`src/design/heat_equation_explicit_stencil_unit_assert.svh`:
```
// ----------------------------------------------------------------------------
// Assertion macros for the heat equation stencil unit
// Implication checks with synchronous sampling and reset gating.
// ----------------------------------------------------------------------------
`ifndef HEAT_EQUATION_EXPLICIT_STENCIL_UNIT_ASSERT_SVH
`define HEAT_EQUATION_EXPLICIT_STENCIL_UNIT_ASSERT_SVH

// same-cycle implication
`define HEES_ASSERT_NOW(lbl, clk, rst_n, ante, cons) \
	lbl: assert property (@(posedge clk) disable iff (!rst_n) (ante) |-> (cons)) \
		else $error("assertion failed");

// next-cycle implication
`define HEES_ASSERT_NEXT(lbl, clk, rst_n, ante, cons) \
	lbl: assert property (@(posedge clk) disable iff (!rst_n) (ante) |=> (cons)) \
		else $error("assertion failed");

`endif

```
`src/design/hees_pkg.sv`:
```
// ----------------------------------------------------------------------------
// hees_pkg
// Shared constants and types of the heat equation stencil unit.
// ----------------------------------------------------------------------------
package hees_pkg;

	localparam int MAX_POINTS  = 64;
	localparam int VALUE_WIDTH = 16;
	localparam int COEF_WIDTH  = 16;
	localparam int STEP_WIDTH  = 10;
	localparam int PCNT_WIDTH  = 7;
	localparam int IDX_WIDTH   = $clog2(MAX_POINTS);
	localparam int POS_WIDTH   = $clog2(MAX_POINTS + 1);
	localparam int ADDR_WIDTH  = 4;
	localparam int DATA_WIDTH  = 32;

	// register indexes (paddr[3:2])
	localparam logic [1:0] REG_COEF  = 2'd0;
	localparam logic [1:0] REG_STEPS = 2'd1;
	localparam logic [1:0] REG_PCNT  = 2'd2;

	localparam logic [COEF_WIDTH-1:0] COEF_RESET  = COEF_WIDTH'(32768);
	localparam logic [STEP_WIDTH-1:0] STEPS_RESET = STEP_WIDTH'(20);
	localparam logic [PCNT_WIDTH-1:0] PCNT_RESET  = PCNT_WIDTH'(11);
	localparam logic [PCNT_WIDTH-1:0] PCNT_MIN    = PCNT_WIDTH'(3);

	typedef enum logic [3:0] {
		ST_IDLE = 4'b0001,
		ST_PREP = 4'b0010,
		ST_STEP = 4'b0100,
		ST_EMIT = 4'b1000
	} state_t;

	// per-cell command
	typedef struct packed {
		logic load;     // write loaded value into both grids
		logic copy;     // fixed end: odd <= even
		logic step;     // interior update this cycle
		logic sel_odd;  // odd grid is the source
	} cell_cmd_t;

endpackage

```
`src/design/hees_cell.sv`:
```
// ----------------------------------------------------------------------------
// hees_cell
// One grid point: even/odd values and the FTCS update from its neighbors.
// ----------------------------------------------------------------------------
module hees_cell (
	input  logic                                    clk,
	input  hees_pkg::cell_cmd_t                     cmd,
	input  logic        [hees_pkg::COEF_WIDTH-1:0]  coef,
	input  logic signed [hees_pkg::VALUE_WIDTH-1:0] load_value,
	input  logic signed [hees_pkg::VALUE_WIDTH-1:0] left,
	input  logic signed [hees_pkg::VALUE_WIDTH-1:0] right,
	output logic signed [hees_pkg::VALUE_WIDTH-1:0] value
);

	localparam int VW      = hees_pkg::VALUE_WIDTH;
	localparam int LAP_W   = VW + 2;
	localparam int PROD_W  = LAP_W + hees_pkg::COEF_WIDTH + 1;
	localparam int DELTA_W = PROD_W - hees_pkg::COEF_WIDTH;
	localparam int SUM_W   = DELTA_W + 1;
	localparam logic signed [SUM_W-1:0] SAT_HI = SUM_W'((2 ** (VW - 1)) - 1);
	localparam logic signed [SUM_W-1:0] SAT_LO = -SAT_HI - SUM_W'(1);
	localparam logic signed [PROD_W-1:0] HALF = PROD_W'(2 ** (hees_pkg::COEF_WIDTH - 1));

	logic signed [VW-1:0]      even_q, odd_q;
	logic signed [LAP_W-1:0]   lap;
	logic signed [PROD_W-1:0]  prod, rnd;
	logic signed [DELTA_W-1:0] delta;
	logic signed [SUM_W-1:0]   sum;
	logic signed [VW-1:0]      next_val;

	assign value = cmd.sel_odd ? odd_q : even_q;

	assign lap   = LAP_W'(left) + LAP_W'(right) - (LAP_W'(value) <<< 1);
	assign prod  = PROD_W'($signed({1'b0, coef})) * PROD_W'(lap);
	assign rnd   = prod + HALF;
	assign delta = rnd[PROD_W-1:hees_pkg::COEF_WIDTH];
	assign sum   = SUM_W'(value) + SUM_W'(delta);

	always_comb begin
		if (sum > SAT_HI) begin
			next_val = SAT_HI[VW-1:0];
		end else if (sum < SAT_LO) begin
			next_val = SAT_LO[VW-1:0];
		end else begin
			next_val = sum[VW-1:0];
		end
	end

	always_ff @(posedge clk) begin
		if (cmd.load) begin
			even_q <= load_value;
			odd_q  <= load_value;
		end else if (cmd.copy) begin
			odd_q <= even_q;
		end else if (cmd.step) begin
			if (cmd.sel_odd) begin
				even_q <= next_val;
			end else begin
				odd_q <= next_val;
			end
		end
	end

endmodule
```
`config.mk`:
```
export PLATFORM = sky130hd
export DESIGN_NAME = hees_cell
export DESIGN_NICKNAME = d
export VERILOG_FILES = /design/src/design/heat_equation_explicit_stencil_unit_assert.svh /design/src/design/hees_pkg.sv /design/src/design/hees_cell.sv
export SDC_FILE = /design/constraint.sdc
export NUM_CORES = 1
export LEC_CHECK = 0
export BUFFER_PORTS_ARGS = -buffer_cell sky130_fd_sc_hd__buf_2
export CORE_UTILIZATION = 40
export CTS_CLUSTER_SIZE = 40
export DETAILED_ROUTE_END_ITERATION = 8
export GPL_ROUTABILITY_DRIVEN = 0
export PLACE_DENSITY = 0.62
export SETUP_SLACK_MARGIN = 0.05
export SYNTH_ARGS = -nofsm -noshare
export SYNTH_HDL_FRONTEND = slang
export SYNTH_SLANG_ARGS = --single-unit
```
`constraint.sdc`:
```
create_clock -name clk -period 16.3 [get_ports clk]
set_input_delay 3.26 -clock clk [delete_from_list [all_inputs] [get_ports clk]]
set_output_delay 3.26 -clock clk [all_outputs]
set_load 0.03 [all_outputs]
```
==> metrics.txt <==
largest stage delay on the critical path between 0.7 and 0.8 ns; clock skew 0.00339 ns; EDFF count, synth 32; area share of the largest cell type after synthesis 40.5%; Starting Density 40.8%; clk_lat worst skew 0.28 ns; io pins 85; Crit path top cell by count fa_1; residual DRC count 0; die height 196 µm; Main synth FF type edfxtp_1; post-synth top area cell fa_1; post-synthesis sequential area ratio 6.41%; Layout Nets 2,242; area delta synth->final 7.44%; CP arrival roughly 15 ns; Worst Setup End Kind flip-flop; TNS Setup 0 ns; footprint of the multi-input gates 0.0122 mm²; Synthesis Warnings 0; Setup CP Type input port to flip-flop; remaining antenna violation count after routing 0; Cell variety after synth 60; DR iter-0 viols 630; die area roughly 0.038 mm²; top cells by area, synth fa_1, ha_1, inv_1, and2_1, edfxtp_1; final WL between 30 and 40 mm; Fillers 3,639; Util after Layout a little over two fifths; wire length per cell 16.1 µm; GRT Residual Overflow 0; Slew Viols, Final 0; slowest CP cell o31ai_4; # Max-Cap Violations 0; top post-synthesis cells by count inv_1, fa_1, and2_1, ha_1, nand2_1; unrepaired setup endpoints after global routing no; share of cells above drive strength 1 under 10%; Setup Fix Bufs, Post-CTS 0; Syn Inst Count 1,676; synthesized area 0.0150 mm²; register area 961 µm²; status finished clean; Worst-path clk slew about 0.05 ns; post-CTS sizing 0; Critical Path Start Type input port; worst-path maximum fanout 18; PortBufs 84; gr usage total 19.7%; Min Clock Period, post-route 15.20 ns; largest net degree at the start of global routing 21; Post-synth ARST share 0%; Vias/cell 5.04; Max Fclk roughly 0.066 GHz; Antenna Cells 0; slew margin rel. 24.5%; clock tree sinks 32; core area 0.0367 mm²; Clock Tree Root clkbuf_16; Hold Path Class flip-flop to flip-flop; Worst EP required 16.42 ns; First-pass DRT Iterations 5; most frequent cell after synthesis inv_1; hpwl dp between 20 and 30 mm; vias in the first global route 11,800; htree depth 2; clk buf depth 2; Mapped Nets about 2,200; Tightest Pin Transition 1.13 ns; CTS Hold Buffers Added 0; Tcrit/Tclk final 93.2%; TritonCTS Buffers 5; Final Setup Violations 0; antenna violations before repair 1; vias after detailed routing around 11,000; Die Wd 196 µm; first-pass GRT wire length 60.0 mm; num rows 70; #FFs+latches synth 32; Final Hold Violating Endpoints 0; mean post-synth cell area about 8.9 µm²; TritonCTS clock tree yes
==> state kept, by name, summed over array words and instances (netlist names) <==
name    cells
even_q     16
odd_q      16
==> metal layers <==
layer / GRT usage, % / vias up / wire length, µm
met3: 1.24 / 48 / 985
met2: 35.4 / 209 / 18300
li1: - / 5193 / -
met5: 0 / - / 0
met1: 25.9 / 5633 / 15200
met4: 4.93 / 0 / 900
==> final cells by class <==
class	count	area share [%]
multi-input cells	1140	75.7
inverters	452	10.5
flip-flops and latches	32	5.97
clock buffers	5	0.777
well taps	468	3.64
repair buffers	99	3.31
clock inverters	2	0.0466
==> path summary, 6_finish.rpt <==
kind	from	end	slack [ns]	cells after the start
min reg2reg	even_q[8]	odd_q[8]	0.64	2
max reg2reg	even_q[1]	odd_q[11]	4.21	44
min	even_q[8]	odd_q[8]	0.64	2
max	cmd[0]	odd_q[11]	1.10	45
==> worst max-delay path, delay by kind of cell <==
kind / cells / cell delay [ns]
AO/OA/AOI/OAI: 17 / 4.80
XOR/XNOR: 2 / 0.39
adder cells (fa/ha/maj): 10 / 4.29
buffers and inverters: 8 / 1.14
multiplexers: 1 / 0.35
AND/OR/NAND/NOR: 7 / 1.08
==> through the flow <==
stage | worst slack [ns] | hold WS [ns] | cells | cell area, µm²
after detailed placement | 0.929 | 0.615 | 2191 | 16000
after CTS | 1.17 | 0.626 | 2198 | 16100
final | 1.10 | 0.637 | 2198 | 16100
after global placement | 1.18 | 0.604 | 2191 | 16000
after floorplan | 1.72 | 0.584 | 1676 | 15000
after global routing | 0.110 | 0.654 | 2198 | 16100
==> placed cells by master, fill, tap and decap left out, types with 4 or more instances in the layout <==
master,Yosys,layout
inv_1,450,450
fa_1,303,303
and2_1,162,162
ha_1,140,140
nand2_1,136,136
buf_2,0,84
a21oi_1,66,66
xnor2_1,50,43
edfxtp_1,32,32
nor2_1,26,26
o21ai_0,24,24
a21o_1,22,22
nor2b_1,16,16
mux2_2,15,15
xor2_1,16,15
o22ai_1,15,15
buf_4,1,15
nor3_1,13,12
nor3b_1,12,12
nand2b_1,11,11
a31oi_1,10,10
a21oi_2,10,10
o21a_1,9,9
a211oi_1,9,8
nand3_1,8,8
xnor2_2,0,7
o211ai_1,7,7
o21bai_1,6,6
or3_1,5,5
or3b_2,5,5
clkbuf_16,0,5
mux2i_1,4,4
a22o_1,4,4
clkinv_1,2,4
==> kinds of logic (layout without fill, tap and decap cells) <==
| family | Yosys count | count (layout) | share of synthesized area, % |
|---|---|---|---|
| xor gates and xnor gates | 66 | 66 | 3.86 |
| and+or+nand+nor | 407 | 407 | 14.4 |
| buffers and inverters | 504 | 558 | 12.7 |
| muxes | 19 | 19 | 1.39 |
| DFF | 32 | 32 | 6.41 |
| adders and majority gates | 443 | 443 | 52.2 |
| AOI/OAI and AO/OA | 205 | 205 | 9.05 |
Power is left out: the tool's default activity adds up to more than one toggle a clock period on the data nets, which glitch-free logic cannot reach.
